===== src/sv/sprt_pkg.sv =====
// Package for the source prefix route table: sizes, codes and shared types.
// Used by the interfaces, controller, datapath and top level.
`default_nettype none
package sprt_pkg;
	localparam int MaxRules = 16;
	localparam int IdxW = $clog2(MaxRules);
	localparam int CntW = $clog2(MaxRules + 1);
	localparam logic [15:0] MtuEmpty = 16'hffff;

	localparam logic [1:0] ACT_LOOKUP = 2'd0;
	localparam logic [1:0] ACT_SET    = 2'd1;
	localparam logic [1:0] ACT_DELETE = 2'd2;
	localparam logic [1:0] ACT_SPARE  = 2'd3;

	localparam logic [2:0] ST_OK       = 3'd0;
	localparam logic [2:0] ST_NO_MATCH = 3'd1;
	localparam logic [2:0] ST_BAD_IDX  = 3'd2;
	localparam logic [2:0] ST_BAD_PLEN = 3'd3;
	localparam logic [2:0] ST_FULL     = 3'd4;

	localparam logic [0:0] REG_MTU_LOCKED = 1'd0;

	typedef struct packed {
		logic [1:0]  action;
		logic        is_ipv6;
		logic [63:0] address_high;
		logic [63:0] address_low;
		logic [4:0]  rule_index;
		logic [7:0]  prefix_length;
		logic [7:0]  dest_port;
		logic [15:0] dest_mtu;
	} req_t;

	typedef struct packed {
		logic [2:0]  status;
		logic        hit;
		logic [3:0]  matched_index;
		logic [7:0]  matched_port;
		logic [4:0]  rule_count;
		logic [15:0] path_mtu;
	} rsp_t;

	// Controller to datapath.
	typedef struct packed {
		logic            load;      // capture request, clear hit flag
		logic            write;     // write rule at request index
		logic            shift;     // copy entry ptr+1 to ptr
		logic            scan;      // examine entry at ptr for a match
		logic            mtu_init;  // start minimum search
		logic            mtu_step;  // fold entry at ptr into minimum
		logic            mtu_commit;
		logic            cnt_inc;
		logic            cnt_dec;
		logic            ptr_clr;
		logic            ptr_inc;
		logic            ptr_from_idx;
		logic            finish;    // load the output word
		logic [2:0]      status;
	} cmd_t;

	// Datapath to controller.
	typedef struct packed {
		logic [1:0] action;
		logic       idx_gt_cnt;
		logic       idx_ge_cnt;
		logic       plen_bad;
		logic       full_append;
		logic       ptr_last;    // ptr+1 >= count
		logic       ptr_end;     // ptr >= count
		logic       match;
	} sts_t;
endpackage
`default_nettype wire


===== src/sv/sprt_if.sv =====
// Valid/ready channel interfaces for requests and responses.
// Depends on sprt_pkg.
`default_nettype none
interface sprt_req_if;
	logic valid;
	logic ready;
	sprt_pkg::req_t data;
	modport source (output valid, output data, input ready);
	modport sink (input valid, input data, output ready);
endinterface

interface sprt_rsp_if;
	logic valid;
	logic ready;
	sprt_pkg::rsp_t data;
	modport source (output valid, output data, input ready);
	modport sink (input valid, input data, output ready);
endinterface
`default_nettype wire


===== src/sv/sprt_ctrl.sv =====
// Controller state machine for the route table: sequences lookup, set,
// delete and MTU walks. Depends on sprt_pkg.
`default_nettype none
module sprt_ctrl (
	input  wire logic           clk,
	input  wire logic           arst_n,
	input  wire logic           in_valid,
	output logic                in_ready,
	output logic                out_valid,
	input  wire logic           out_ready,
	input  wire logic           mtu_locked,
	input  wire sprt_pkg::sts_t sts,
	output sprt_pkg::cmd_t      cmd
);
	typedef enum logic [6:0] {
		S_IDLE   = 7'b0000001,
		S_DECODE = 7'b0000010,
		S_SCAN   = 7'b0000100,
		S_SHIFT  = 7'b0001000,
		S_MTU    = 7'b0010000,
		S_FINISH = 7'b0100000,
		S_OUT    = 7'b1000000
	} state_t;

	state_t state_q, state_d;
	logic [2:0] status_q, status_d;

	assign in_ready = (state_q == S_IDLE);
	assign out_valid = (state_q == S_OUT);

	always_comb begin
		state_d = state_q;
		status_d = status_q;
		cmd = '0;
		cmd.status = status_q;
		case (state_q)
			S_IDLE: begin
				if (in_valid) begin
					cmd.load = 1'b1;
					state_d = S_DECODE;
				end
			end
			S_DECODE: begin
				status_d = sprt_pkg::ST_OK;
				state_d = S_FINISH;
				case (sts.action)
					sprt_pkg::ACT_LOOKUP: begin
						status_d = sprt_pkg::ST_NO_MATCH;
						cmd.ptr_clr = 1'b1;
						state_d = S_SCAN;
					end
					sprt_pkg::ACT_SET: begin
						if (sts.idx_gt_cnt) status_d = sprt_pkg::ST_BAD_IDX;
						else if (sts.plen_bad) status_d = sprt_pkg::ST_BAD_PLEN;
						else if (sts.full_append) status_d = sprt_pkg::ST_FULL;
						else begin
							cmd.write = 1'b1;
							cmd.cnt_inc = sts.idx_ge_cnt;
							if (!mtu_locked) begin
								cmd.ptr_clr = 1'b1;
								cmd.mtu_init = 1'b1;
								state_d = S_MTU;
							end
						end
					end
					sprt_pkg::ACT_DELETE: begin
						if (sts.idx_ge_cnt) status_d = sprt_pkg::ST_BAD_IDX;
						else begin
							cmd.ptr_from_idx = 1'b1;
							state_d = S_SHIFT;
						end
					end
					default: ;
				endcase
			end
			S_SCAN: begin
				if (sts.ptr_end) state_d = S_FINISH;
				else begin
					cmd.scan = 1'b1;
					if (sts.match) begin
						status_d = sprt_pkg::ST_OK;
						state_d = S_FINISH;
					end else cmd.ptr_inc = 1'b1;
				end
			end
			S_SHIFT: begin
				if (sts.ptr_last) begin
					cmd.cnt_dec = 1'b1;
					if (mtu_locked) state_d = S_FINISH;
					else begin
						cmd.ptr_clr = 1'b1;
						cmd.mtu_init = 1'b1;
						state_d = S_MTU;
					end
				end else begin
					cmd.shift = 1'b1;
					cmd.ptr_inc = 1'b1;
				end
			end
			S_MTU: begin
				if (sts.ptr_end) begin
					cmd.mtu_commit = 1'b1;
					state_d = S_FINISH;
				end else begin
					cmd.mtu_step = 1'b1;
					cmd.ptr_inc = 1'b1;
				end
			end
			S_FINISH: begin
				cmd.finish = 1'b1;
				state_d = S_OUT;
			end
			S_OUT: begin
				if (out_ready) state_d = S_IDLE;
			end
			default: state_d = S_IDLE;
		endcase
	end

	always_ff @(posedge clk or negedge arst_n) begin
		if (!arst_n) begin
			state_q <= S_IDLE;
			status_q <= sprt_pkg::ST_OK;
		end else begin
			state_q <= state_d;
			status_q <= status_d;
		end
	end
endmodule
`default_nettype wire


===== src/sv/sprt_dp.sv =====
// Datapath for the route table: rule storage, walk pointer, matcher,
// MTU minimum and output register. Depends on sprt_pkg.
`default_nettype none
module sprt_dp (
	input  wire logic           clk,
	input  wire logic           arst_n,
	input  wire sprt_pkg::req_t req,
	input  wire sprt_pkg::cmd_t cmd,
	output sprt_pkg::sts_t      sts,
	output sprt_pkg::rsp_t      rsp
);
	localparam int Iw = sprt_pkg::IdxW;
	localparam int Cw = sprt_pkg::CntW;

	logic [63:0] hi_mem [sprt_pkg::MaxRules];
	logic [63:0] lo_mem [sprt_pkg::MaxRules];
	logic        fam_mem [sprt_pkg::MaxRules];
	logic [7:0]  plen_mem [sprt_pkg::MaxRules];
	logic [7:0]  port_mem [sprt_pkg::MaxRules];
	logic [15:0] mtu_mem [sprt_pkg::MaxRules];

	sprt_pkg::req_t req_q;
	sprt_pkg::rsp_t rsp_q;
	logic [Cw-1:0] cnt_q, ptr_q;
	logic [15:0] path_mtu_q, min_q;
	logic hit_q;
	logic [Iw-1:0] midx_q;
	logic [7:0] mport_q;

	logic [Cw-1:0] idx_c, ptr1;
	logic [Iw-1:0] p, p1, widx;
	logic [7:0] pl;
	logic [63:0] mh, ml, m4;

	assign idx_c = Cw'(req_q.rule_index);
	assign ptr1 = ptr_q + 1'b1;
	assign p = ptr_q[Iw-1:0];
	assign p1 = ptr1[Iw-1:0];
	assign widx = req_q.rule_index[Iw-1:0];
	assign pl = plen_mem[p];

	always_comb begin
		mh = (pl == 8'd0) ? 64'd0 : (pl >= 8'd64) ? '1 : ~64'd0 << (7'd64 - pl[6:0]);
		ml = (pl <= 8'd64) ? 64'd0 : (pl >= 8'd128) ? '1
			: ~64'd0 << (8'd128 - pl);
		m4 = (pl == 8'd0) ? 64'd0 : (pl >= 8'd32) ? 64'hffffffff
			: {32'd0, 32'hffffffff << (6'd32 - pl[5:0])};
	end

	always_comb begin
		sts.action = req_q.action;
		sts.idx_gt_cnt = Cw'(req_q.rule_index) > cnt_q || (|(req_q.rule_index >> Cw));
		sts.idx_ge_cnt = Cw'(req_q.rule_index) >= cnt_q || (|(req_q.rule_index >> Cw));
		sts.plen_bad = req_q.prefix_length > (req_q.is_ipv6 ? 8'd128 : 8'd32);
		sts.full_append = (idx_c == cnt_q) && (cnt_q >= Cw'(sprt_pkg::MaxRules));
		sts.ptr_last = ptr1 >= cnt_q;
		sts.ptr_end = ptr_q >= cnt_q;
		if (fam_mem[p] != req_q.is_ipv6) sts.match = 1'b0;
		else if (!req_q.is_ipv6)
			sts.match = ({32'd0, req_q.address_low[31:0]} & m4) == lo_mem[p];
		else
			sts.match = ((req_q.address_high ^ hi_mem[p]) & mh) == 64'd0
				&& ((req_q.address_low ^ lo_mem[p]) & ml) == 64'd0;
	end

	// Rule storage: one write per cycle, either a set or one shift step.
	always_ff @(posedge clk) begin
		if (cmd.write) begin
			fam_mem[widx] <= req_q.is_ipv6;
			hi_mem[widx] <= req_q.is_ipv6 ? req_q.address_high : 64'd0;
			lo_mem[widx] <= req_q.is_ipv6 ? req_q.address_low
				: {32'd0, req_q.address_low[31:0]};
			plen_mem[widx] <= req_q.prefix_length;
			port_mem[widx] <= req_q.dest_port;
			mtu_mem[widx] <= req_q.dest_mtu;
		end else if (cmd.shift) begin
			fam_mem[p] <= fam_mem[p1];
			hi_mem[p] <= hi_mem[p1];
			lo_mem[p] <= lo_mem[p1];
			plen_mem[p] <= plen_mem[p1];
			port_mem[p] <= port_mem[p1];
			mtu_mem[p] <= mtu_mem[p1];
		end
	end

	always_ff @(posedge clk) begin
		if (cmd.load) req_q <= req;
		if (cmd.mtu_init) min_q <= sprt_pkg::MtuEmpty;
		else if (cmd.mtu_step && mtu_mem[p] < min_q) min_q <= mtu_mem[p];
		if (cmd.scan && sts.match) begin
			midx_q <= p;
			mport_q <= port_mem[p];
		end
		if (cmd.finish) begin
			rsp_q.status <= cmd.status;
			rsp_q.hit <= hit_q;
			rsp_q.matched_index <= hit_q ? 4'(midx_q) : 4'd0;
			rsp_q.matched_port <= hit_q ? mport_q : 8'd0;
			rsp_q.rule_count <= 5'(cnt_q);
			rsp_q.path_mtu <= path_mtu_q;
		end
	end

	always_ff @(posedge clk or negedge arst_n) begin
		if (!arst_n) begin
			cnt_q <= '0;
			ptr_q <= '0;
			path_mtu_q <= sprt_pkg::MtuEmpty;
			hit_q <= 1'b0;
		end else begin
			if (cmd.cnt_inc) cnt_q <= cnt_q + 1'b1;
			else if (cmd.cnt_dec) cnt_q <= cnt_q - 1'b1;
			if (cmd.ptr_clr) ptr_q <= '0;
			else if (cmd.ptr_from_idx) ptr_q <= idx_c;
			else if (cmd.ptr_inc) ptr_q <= ptr1;
			if (cmd.mtu_commit) path_mtu_q <= min_q;
			if (cmd.load) hit_q <= 1'b0;
			else if (cmd.scan && sts.match) hit_q <= 1'b1;
		end
	end

	assign rsp = rsp_q;
endmodule
`default_nettype wire


===== src/sv/source_prefix_route_table.sv =====
// Top level of the source prefix route table: APB register, controller and
// datapath. Depends on sprt_pkg, sprt_if, sprt_ctrl and sprt_dp.
//
//   Channel  Dir  Handshake          Word
//   req      in   valid/ready        action, family, address, index, rule
//   rsp      out  valid/ready        status, hit, match, count, path MTU
//   APB      in   psel/penable       mtu_locked at address 0
//
// An item is taken only in idle, then decoded. A lookup walks the rules
// one per cycle until the first match; a delete moves one rule down per
// cycle; a set or delete that succeeds with the lock clear then walks all
// rules once for the minimum MTU. Reset clears the count, the path MTU to
// 65535 and the lock. The result word holds in its register while the sink
// stalls, and no new word is accepted until it is taken.
`default_nettype none
module source_prefix_route_table (
	input  wire logic         clk,
	input  wire logic         arst_n,
	sprt_req_if.sink          req,
	sprt_rsp_if.source        rsp,
	input  wire logic         psel,
	input  wire logic         penable,
	input  wire logic         pwrite,
	input  wire logic [1:0]   paddr,
	input  wire logic [31:0]  pwdata,
	output logic [31:0]       prdata,
	output logic              pready
);
	sprt_pkg::cmd_t cmd;
	sprt_pkg::sts_t sts;
	logic mtu_locked_q;
	logic lock_sel;

	assign pready = 1'b1;
	// Only register 0 exists; other addresses read zero and ignore writes.
	assign lock_sel = (paddr == 2'({sprt_pkg::REG_MTU_LOCKED, 2'b00}));
	assign prdata = lock_sel ? {31'd0, mtu_locked_q} : 32'd0;

	always_ff @(posedge clk or negedge arst_n) begin
		if (!arst_n) mtu_locked_q <= 1'b0;
		else if (psel && penable && pwrite && lock_sel) begin
			mtu_locked_q <= pwdata[0];
		end
	end

	sprt_ctrl u_ctrl (
		.clk        (clk),
		.arst_n     (arst_n),
		.in_valid   (req.valid),
		.in_ready   (req.ready),
		.out_valid  (rsp.valid),
		.out_ready  (rsp.ready),
		.mtu_locked (mtu_locked_q),
		.sts        (sts),
		.cmd        (cmd)
	);

	sprt_dp u_dp (
		.clk    (clk),
		.arst_n (arst_n),
		.req    (req.data),
		.cmd    (cmd),
		.sts    (sts),
		.rsp    (rsp.data)
	);
endmodule
`default_nettype wire


===== src/flat_wrapper.sv =====
// flat-port wrapper written by rule: the top's interface ports become plain ports
module source_prefix_route_table_flat 
  (clk, arst_n, psel, penable, pwrite, paddr, pwdata, prdata, pready, req_valid, req_data, req_ready, rsp_valid, rsp_data, rsp_ready);
  sprt_req_if req_i ();
  sprt_rsp_if rsp_i ();
  input  wire logic clk;
  input  wire logic arst_n;
  input  wire logic psel;
  input  wire logic penable;
  input  wire logic pwrite;
  input  wire logic [1:0] paddr;
  input  wire logic [31:0] pwdata;
  output logic [31:0] prdata;
  output logic pready;
  input wire logic [$bits(req_i.valid)-1:0] req_valid;
  input wire logic [$bits(req_i.data)-1:0] req_data;
  output wire logic [$bits(req_i.ready)-1:0] req_ready;
  output wire logic [$bits(rsp_i.valid)-1:0] rsp_valid;
  output wire logic [$bits(rsp_i.data)-1:0] rsp_data;
  input wire logic [$bits(rsp_i.ready)-1:0] rsp_ready;
  assign req_i.valid = req_valid;
  assign req_i.data = req_data;
  assign req_ready = req_i.ready;
  assign rsp_valid = rsp_i.valid;
  assign rsp_data = rsp_i.data;
  assign rsp_i.ready = rsp_ready;
  source_prefix_route_table u_core (.clk(clk), .arst_n(arst_n), .req(req_i), .rsp(rsp_i), .psel(psel), .penable(penable), .pwrite(pwrite), .paddr(paddr), .pwdata(pwdata), .prdata(prdata), .pready(pready));
endmodule

===== config.mk =====
export PLATFORM = sky130hd
export DESIGN_NAME = source_prefix_route_table_flat
export DESIGN_NICKNAME = d
export VERILOG_FILES = /design/src/sv/sprt_pkg.sv /design/src/sv/sprt_if.sv /design/src/sv/sprt_ctrl.sv /design/src/sv/sprt_dp.sv /design/src/sv/source_prefix_route_table.sv /design/src/flat_wrapper.sv
export SDC_FILE = /design/constraint.sdc
export NUM_CORES = 2
export LEC_CHECK = 0
export BUFFER_PORTS_ARGS = -buffer_cell sky130_fd_sc_hd__buf_2
export CAP_MARGIN = 10
export CORE_ASPECT_RATIO = 1.4
export CORE_UTILIZATION = 55
export CTS_CLUSTER_SIZE = 20
export DETAILED_ROUTE_END_ITERATION = 12
export PLACE_DENSITY_LB_ADDON = 0.25
export SYNTH_ARGS = -nofsm -noshare
export SYNTH_HDL_FRONTEND = slang
export SYNTH_SLANG_ARGS = --single-unit

===== constraint.sdc =====
create_clock -name clk -period 16.2 [get_ports clk]
set_clock_uncertainty 0.15 [all_clocks]
set_input_delay 0.81 -clock clk [delete_from_list [all_inputs] [get_ports clk]]
set_output_delay 0.81 -clock clk [all_outputs]
set_load 0.02 [all_outputs]

# After elaboration in Yosys (flattened, before gate mapping)
# Memory sizes are Yosys's and may differ from the RTL's. A register that Yosys moved wholly into a read port is not among the register bits.
# Cells that the tools add are included.
# W data, S select, Z words.
[word_totals] memories=6 reg_bits=263 input_bits=209 mem_bits_rw=2576 word_cells=196
[memory_table] name="u_core.u_dp.hi_mem" depth=16 word_bits=64 read_ports=2 rd_ports_with_merged_regs=0 write_ports=1 line_no="sprt_dp.sv:15" text="logic [63:0] hi_mem [sprt_pkg::MaxRules];"
[memory_table] name="u_core.u_dp.lo_mem" depth=16 word_bits=64 read_ports=2 rd_ports_with_merged_regs=0 write_ports=1 line_no="sprt_dp.sv:16" text="logic [63:0] lo_mem [sprt_pkg::MaxRules];"
[memory_table] name="u_core.u_dp.mtu_mem" depth=16 word_bits=16 read_ports=2 rd_ports_with_merged_regs=0 write_ports=1 line_no="sprt_dp.sv:20" text="logic [15:0] mtu_mem [sprt_pkg::MaxRules];"
[memory_table] name="u_core.u_dp.plen_mem" depth=16 word_bits=8 read_ports=2 rd_ports_with_merged_regs=0 write_ports=1 line_no="sprt_dp.sv:18" text="logic [7:0] plen_mem [sprt_pkg::MaxRules];"
[memory_table] name="u_core.u_dp.port_mem" depth=16 word_bits=8 read_ports=2 rd_ports_with_merged_regs=1 write_ports=1 line_no="sprt_dp.sv:19" text="logic [7:0] port_mem [sprt_pkg::MaxRules];"
[memory_table] name="u_core.u_dp.fam_mem" depth=16 word_bits=1 read_ports=2 rd_ports_with_merged_regs=0 write_ports=1 line_no="sprt_dp.sv:17" text="logic fam_mem [sprt_pkg::MaxRules];"
[classes] bitwise=5 mux=99 n_reduce_logical=24 eq_ne=19 n_shift=3 add_sub_neg=6 n_lt_le_gt_ge=11
[ops] operator="$mux W64" n=8
[ops] operator="$and A64 B64 Y64" n=2
[ops] operator="$logic_not A64 Y1" n=2
[ops] operator="$reduce_or A64 Y1" n=2
[ops] operator="$xor A64 B64 Y64" n=2
[ops] operator="$eq A32 B64 Y1" n=1
[ops] operator="$mux W32" n=2
[ops] operator="$shl A64 B7 Y64 const A" n=1
[ops] operator="$shl A64 B8 Y64 const A" n=1
[ops] operator="$pmux W7 S7" n=1
[ops] operator="$mux W1" n=47
[ops] operator="$mux W7" n=6
[ops] operator="$and A32 B32 Y32" n=1
[ops] operator="$shl A32 B6 Y32 const A" n=1
[ops] operator="$mux W6" n=5
[ops] operator="$mux W5" n=5
[ops] operator="$mux W4" n=6
[ops] operator="$mux W8" n=3
[ops] operator="$pmux W6 S3" n=1
[ops] operator="$lt A16 B16 Y1" n=1
[ops] operator="$mux W16" n=1
[ops] operator="$reduce_or A16 Y1" n=1
[ops] operator="$reduce_or A8 Y1" n=2
[ops] operator="$ge A5 B5 Y1" n=3
[ops] operator="other kinds (40)" n=62

# Longest topological paths before layout
# An unclocked memory read counts as a cell.
[depth] word_depth=16 ltp_mapped=27 mapped_depth_nobuf=21

# Hierarchy
# A second synthesis with hierarchy kept.
[unflattened] hier_cells=7191 hier_area_um2=134730.5
[by_module_without_submodules] mod="sprt_dp" cells_each=7066 area_each_um2=133735.8 instances=1 seq_area_each_um2=84886.4
[by_module_without_submodules] mod="sprt_ctrl" cells_each=86 area_each_um2=693.2 instances=1 seq_area_each_um2=251.5
[by_module_without_submodules] mod="source_prefix_route_table" cells_each=39 area_each_um2=301.5 instances=1 seq_area_each_um2=25.0

# Worst setup path before layout
# Ideal clock, no wire load.
[synth_path] kind="register to register" start="reg u_core.u_dp.ptr_q[3]" end="mem u_core.u_dp.fam_mem[5], enable pin" setup_ns=0.685 t_arrival_ns=11.831 n_path_buf=12 path_stages_with_launch=24 slack_ns=3.534 synth_period_minus_slack_ns=12.666 cell_sequence="dfrtp_1 -> buf_2 -> clkinv_1 -> buf_2 -> buf_2 -> buf_2 -> buf_2 -> clkbuf_1 -> buf_1 -> xnor2_1 -> clkbuf_1 -> clkbuf_1 -> clkbuf_1 -> inv_1 -> ha_1 -> nor2b_1 -> o21ai_0 -> nand2b_1 -> or2_1 -> clkbuf_1 -> clkbuf_1 -> nor2_1 -> a31oi_1 -> nor2_1"
[synth_via] elab_chain_cells=9 word_cells_on_any_way=10 cone_classes="add/sub (1); order compare (1); mux (7); reduce/logical (1)"
[synth_lines] item="start: declaration" line_no="sprt_dp.sv:24" text="logic [Cw-1:0] cnt_q, ptr_q;"
[synth_lines] item="start signal: assignment" line_no="sprt_dp.sv:114" text="else if (cmd.ptr_from_idx) ptr_q <= idx_c;"
[synth_lines] item="start signal: assignment" line_no="sprt_dp.sv:115" text="else if (cmd.ptr_inc) ptr_q <= ptr1;"
[synth_lines] item="$add A5 B1 Y5" line_no="sprt_dp.sv:36" text="assign ptr1 = ptr_q + 1'b1;"
[synth_lines] item="$ge A5 B5 Y1" line_no="sprt_dp.sv:56" text="sts.ptr_last = ptr1 >= cnt_q;"
[synth_lines] item="$mux W1" line_no="sprt_ctrl.sv:87" text="if (sts.ptr_last) begin"
[synth_lines] item="$mux W1" line_no="sprt_ctrl.sv:36" text="case (state_q)"
[synth_lines] item="$mux W1" line_no="sprt_dp.sv:76" text="end else if (cmd.shift) begin"
[synth_lines] item="$mux W1" line_no="sprt_dp.sv:68" text="if (cmd.write) begin"
[synth_lines] item="$mux W1 (not written as such)" line_no="sprt_dp.sv:77" text="fam_mem[p] <= fam_mem[p1];"
[synth_lines] item="$reduce_or A1 Y1 (no source line)"
[synth_lines] item="$mux W4 (no source line) or $mux W1 (tied branches)"
[synth_lines] item="end: declaration" line_no="sprt_dp.sv:17"
# Several ways; a longest one is shown, not always the timed one.

# Worst setup path in the final report
[layout_path] start="reg u_core.u_dp.ptr_q[2]" end="reg u_core.u_dp.midx_q[0], enable pin"
[layout_via] elab_chain_cells=11 word_cells_on_any_way=37 cone_classes="add/sub (3); order compare (5); eq/ne (2); shift (3); mux (10); bitwise (5); reduce/logical (5); memory (4)"
[layout_lines] item="$mem_v2 Z16 W8"
[layout_lines] item="$sub A8 B8 Y8 or $sub A7 B7 Y7 (tied branches)" line_no="sprt_dp.sv:45, sprt_dp.sv:43"
[layout_lines] item="$shl A64 B8 Y64 or $shl A64 B7 Y64 (tied branches)" line_no="sprt_dp.sv:45, sprt_dp.sv:43"
[layout_lines] item="$mux W64, on equally long branches (2 in a row)" line_no="sprt_dp.sv:44, sprt_dp.sv:43"
[layout_lines] item="$and A64 B64 Y64, on equally long branches" line_no="sprt_dp.sv:63, sprt_dp.sv:62"
[layout_lines] item="$logic_not A64 Y1, on equally long branches" line_no="sprt_dp.sv:63, sprt_dp.sv:62"
[layout_lines] item="$logic_and A1 B1 Y1" line_no="sprt_dp.sv:63" text="&& ((req_q.address_low ^ lo_mem[p]) & ml) == 64'd0;"
[layout_lines] item="$mux W1" line_no="sprt_dp.sv:59" text="else if (!req_q.is_ipv6)"
[layout_lines] item="$mux W1" line_no="sprt_dp.sv:58" text="if (fam_mem[p] != req_q.is_ipv6) sts.match = 1'b0;"
[layout_lines] item="$logic_and A1 B1 Y1 *" line_no="sprt_dp.sv:90" text="if (cmd.scan && sts.match) begin"
[layout_lines] item="end signal: assignment" line_no="sprt_dp.sv:91" text="midx_q <= p;"
[layout_lines] item="end: declaration" line_no="sprt_dp.sv:27" text="logic [Iw-1:0] midx_q;"
# Mark *: on every way between the ends. The rest lies on a longest branch, timed or not.
# A chain may end at the register's enable or synchronous reset.

==> qor.txt <==
first-pass GRT wire length -> 577.7 mm
post-layout util -> 61.65%
Avg Inst Size Synth -> 16.96 um^2
Die Wd -> 421.8 um
Yosys warnings -> 0
Achievable Freq -> 100.8 MHz
hpwl dp -> 231.3 mm
Setup TNS -> 0 ns
die area -> 248800 um^2
reg2reg setup slack -> 6.28 ns
share of synthesized registers carrying an async set or reset -> 1.335%
gr ovfl total -> 0
post-CTS sizing -> 0
chip height -> 589.8 um
Core ar. -> 245100 um^2
Fin. Hold Viols -> 0
CTS tree -> built
max_slew headroom -> 10.18%
Final setup violation count -> 0
final WL -> 401.1 mm
fill cell total of the finished layout -> 17363
P&R area growth vs syn -> 11.32%
Unique masters post-synth -> 110
fraction of layout cells with a size suffix above 1 -> 26.66%
Clk Tree Root Cell -> clkbuf_16
max-cap violations -> 0
# placed instances -> 11201
Synth area leaders -> edfxtp_1 (62%), mux4_2 (20%), nand2_1 (3.0%), mux2i_1 (2.5%), o21ai_0 (1.4%)
cts bufs inserted -> 283
RSZ-0062 raised after global routing -> false
biggest area consumer among synthesized cells -> edfxtp_1
post-route minimum period -> 9.916 ns
detailed-route DRC error count -> 2
Setup CP Type -> flip-flop to flip-flop
Final #Nets -> 8636
Mapped Cells -> 8002
1st-iter DRT viols -> 10130
antenna-violating nets left -> 0
number of global-route vias before repair -> 83511
sequential area share after synthesis -> 62.75%
Req. time, crit path -> 16.53 ns
worst slew pin tran -> 1.345 ns
minimum hold slack -> 0.03167 ns
ratio of final minimum period to clock period -> 61.21%
CTS max path bufs -> 4
Hold Buf Count CTS -> 155
crit path max fanout -> 61
Post-synth EDFFs -> 2793
gr usage total -> 31.99%
pin count of the biggest net entering global routing -> 129
P per Cell Area -> 136.7 nW/um^2
status -> complete, but fails checks
Skew-Pair Late Insertion Delay -> 0.89 ns
footprint of the multi-input gates -> 47460 um^2
Starting Density -> 55.38%
initial antenna violation count -> 12
Netlist Area Pre-Place -> 135700 um^2
PortBufs -> 217
DR WL/cell -> 33.84 um
Vias -> 83056
top cell type's share of synthesized area -> 61.80%
post-DR vias/cell -> 7.007
CP startpoint kind -> flip-flop
RD Place Congestion -> 0.9422
failing checks -> DRC
Yosys reg bits -> 2847
CTS sink cnt -> 2847
H-tree depth -> 5
ys flop type -> edfxtp_1
worst endpoint data arrival time -> 10.25 ns
Peak VDD IR -> 0.1459 mV
fin cells -> 11853
HP Class -> input pin to flip-flop
Pins Over Slew Limit -> 0
Ports -> 281
Reg area -> 85180 um^2
DR pass1 iterations -> 11
Post-CTS Setup Bufs -> 0
Clock transition at path regs -> 0.07 ns
Setup crit end kind -> flip-flop
Rows -> 215
leakage dissipation -> 0.04908 uW
Yosys cell counts, drive strengths merged, types with 13 or more instances:
master  number
a211oi      15
a21o        13
a21oi       90
a221oi      20
a22o        17
a22oi      108
a31oi       39
and2        32
and3        31
buf        292
clkbuf     311
dfrtp       21
dfstp       17
dfxtp       16
edfxtp    2793
ha          40
inv         51
mux2        59
mux2i      336
mux4      1226
nand2     1098
nand2b      32
nand3      305
nand4       32
nor2       123
nor2b       26
nor3        39
o211ai      51
o21ai      377
o22ai       32
o31ai       14
xnor2       66
xor2        75
per-layer routing:
layer	global-route usage, %	wire length, um	vias up
met2	52.73	197100	5158
met5	0	244	-
met3	5.290	39280	981
met4	16.00	22760	10
met1	41.45	141700	43525
li1	-	-	33382
worst paths after layout:
kind | startpoint | end | depth (start not counted)
worst max register to register | u_core.u_dp.ptr_q[2] | u_core.u_dp.midx_q[0] | 26
worst min register to register | u_core.u_ctrl.status_q[2] | u_core.u_dp.rsp[36] | 0
worst min-delay path | req_data[106] | u_core.u_dp.req_q[106] | 1
min in group asynchronous | arst_n | u_core.u_dp.ptr_q[0] | 2
worst max-delay path | u_core.u_dp.ptr_q[2] | u_core.u_dp.midx_q[0] | 26
max in group asynchronous | arst_n | u_core.u_dp.ptr_q[3] | 2
power breakdown:
group / internal, uW / switching (uW) / leakage [uW]
Sequential: 8620 / 224 / 0.0259
Clock: 3740 / 2800 / 0.00437
Combinational: 2200 / 3090 / 0.0188
Total: 14600 / 6110 / 0.0491
state kept, by name, indices dropped and copies added, names as in the netlist, 5 cells and up:
register	cells
u_core.u_dp.fam_mem	16
u_core.u_dp.plen_mem	128
u_core.u_dp.lo_mem	1024
u_core.u_dp.mtu_mem	256
u_core.u_dp.idx_c	5
u_core.u_dp.rsp	37
u_core.u_dp.port_mem	128
u_core.u_dp.hi_mem	1024
u_core.u_dp.mport_q	8
u_core.u_ctrl.state_q	7
u_core.u_dp.req_q	161
u_core.u_dp.min_q	16
u_core.u_dp.ptr_q	5
u_core.u_dp.path_mtu_q	16
u_core.u_dp.cnt_q	5
final cells by class:
type | instances | area share (%)
Tap cell | 3255 | 2.696
Sequential cell | 2847 | 56.38
Clock inverter | 147 | 0.9979
Multi-Input combinational cell | 4530 | 31.41
Inverter | 52 | 0.1441
Clock buffer | 347 | 4.953
Antenna cell | 3 | 0.004969
Timing Repair Buffer | 672 | 3.414
worst max-delay path: stages (launching register included):
cell       delay [ns]
dfrtp_4          0.93
buf_12           0.49
buf_4            0.65
and2b_1          0.49
a22oi_1          0.19
nand2_1          0.37
o21ai_1          0.10
buf_4            0.22
inv_1            0.06
ha_1             0.25
inv_1            0.09
ha_1             0.71
buf_4            0.32
inv_1            0.33
nor2_1           0.79
nor2_1           0.08
mux2i_1          0.97
a211oi_1         0.21
a2111oi_2        0.33
o211ai_1         0.16
a311oi_1         0.23
nand2_1          0.10
nor4_2           0.21
buf_4            0.24
or2_1            0.17
nand2_1          0.16
inv_1            0.43
cell usage in the layout (no fill, tap or decap), types with 155 or more instances in the layout:
cell	count
mux4_2	1225
buf_2	220
buf_4	275
nand3_1	305
mux2i_1	336
nand2_1	1098
edfxtp_1	2793
dlygate4sd3_1	155
clkbuf_16	289
o21ai_0	325
through the flow:
stage | instance area, um^2 | power [uW] | worst slack [ns]
after floorplan | 135800 | 12620 | 3.534
after global placement | 140400 | 14090 | 6.669
after detailed placement | 140500 | 14190 | 6.533
after CTS | 151100 | 20680 | 6.506
after global routing | 151100 | 21290 | 6.026
final | 151100 | 20660 | 6.284
kinds of logic (layout without fill, tap and decap cells):
kind of cell	after synthesis	in the layout	share of synthesized area [%]
compound gates	908	908	4.327
xor+xnor	141	141	0.9154
fa+ha+maj	42	42	0.3909
buf+inv	655	1218	2.531
flops	2847	2847	62.75
mux	1621	1621	23.32
other cells	2	35	0.005533
simple gates	1786	1786	5.765
Power figures use the tool's default switching activity.
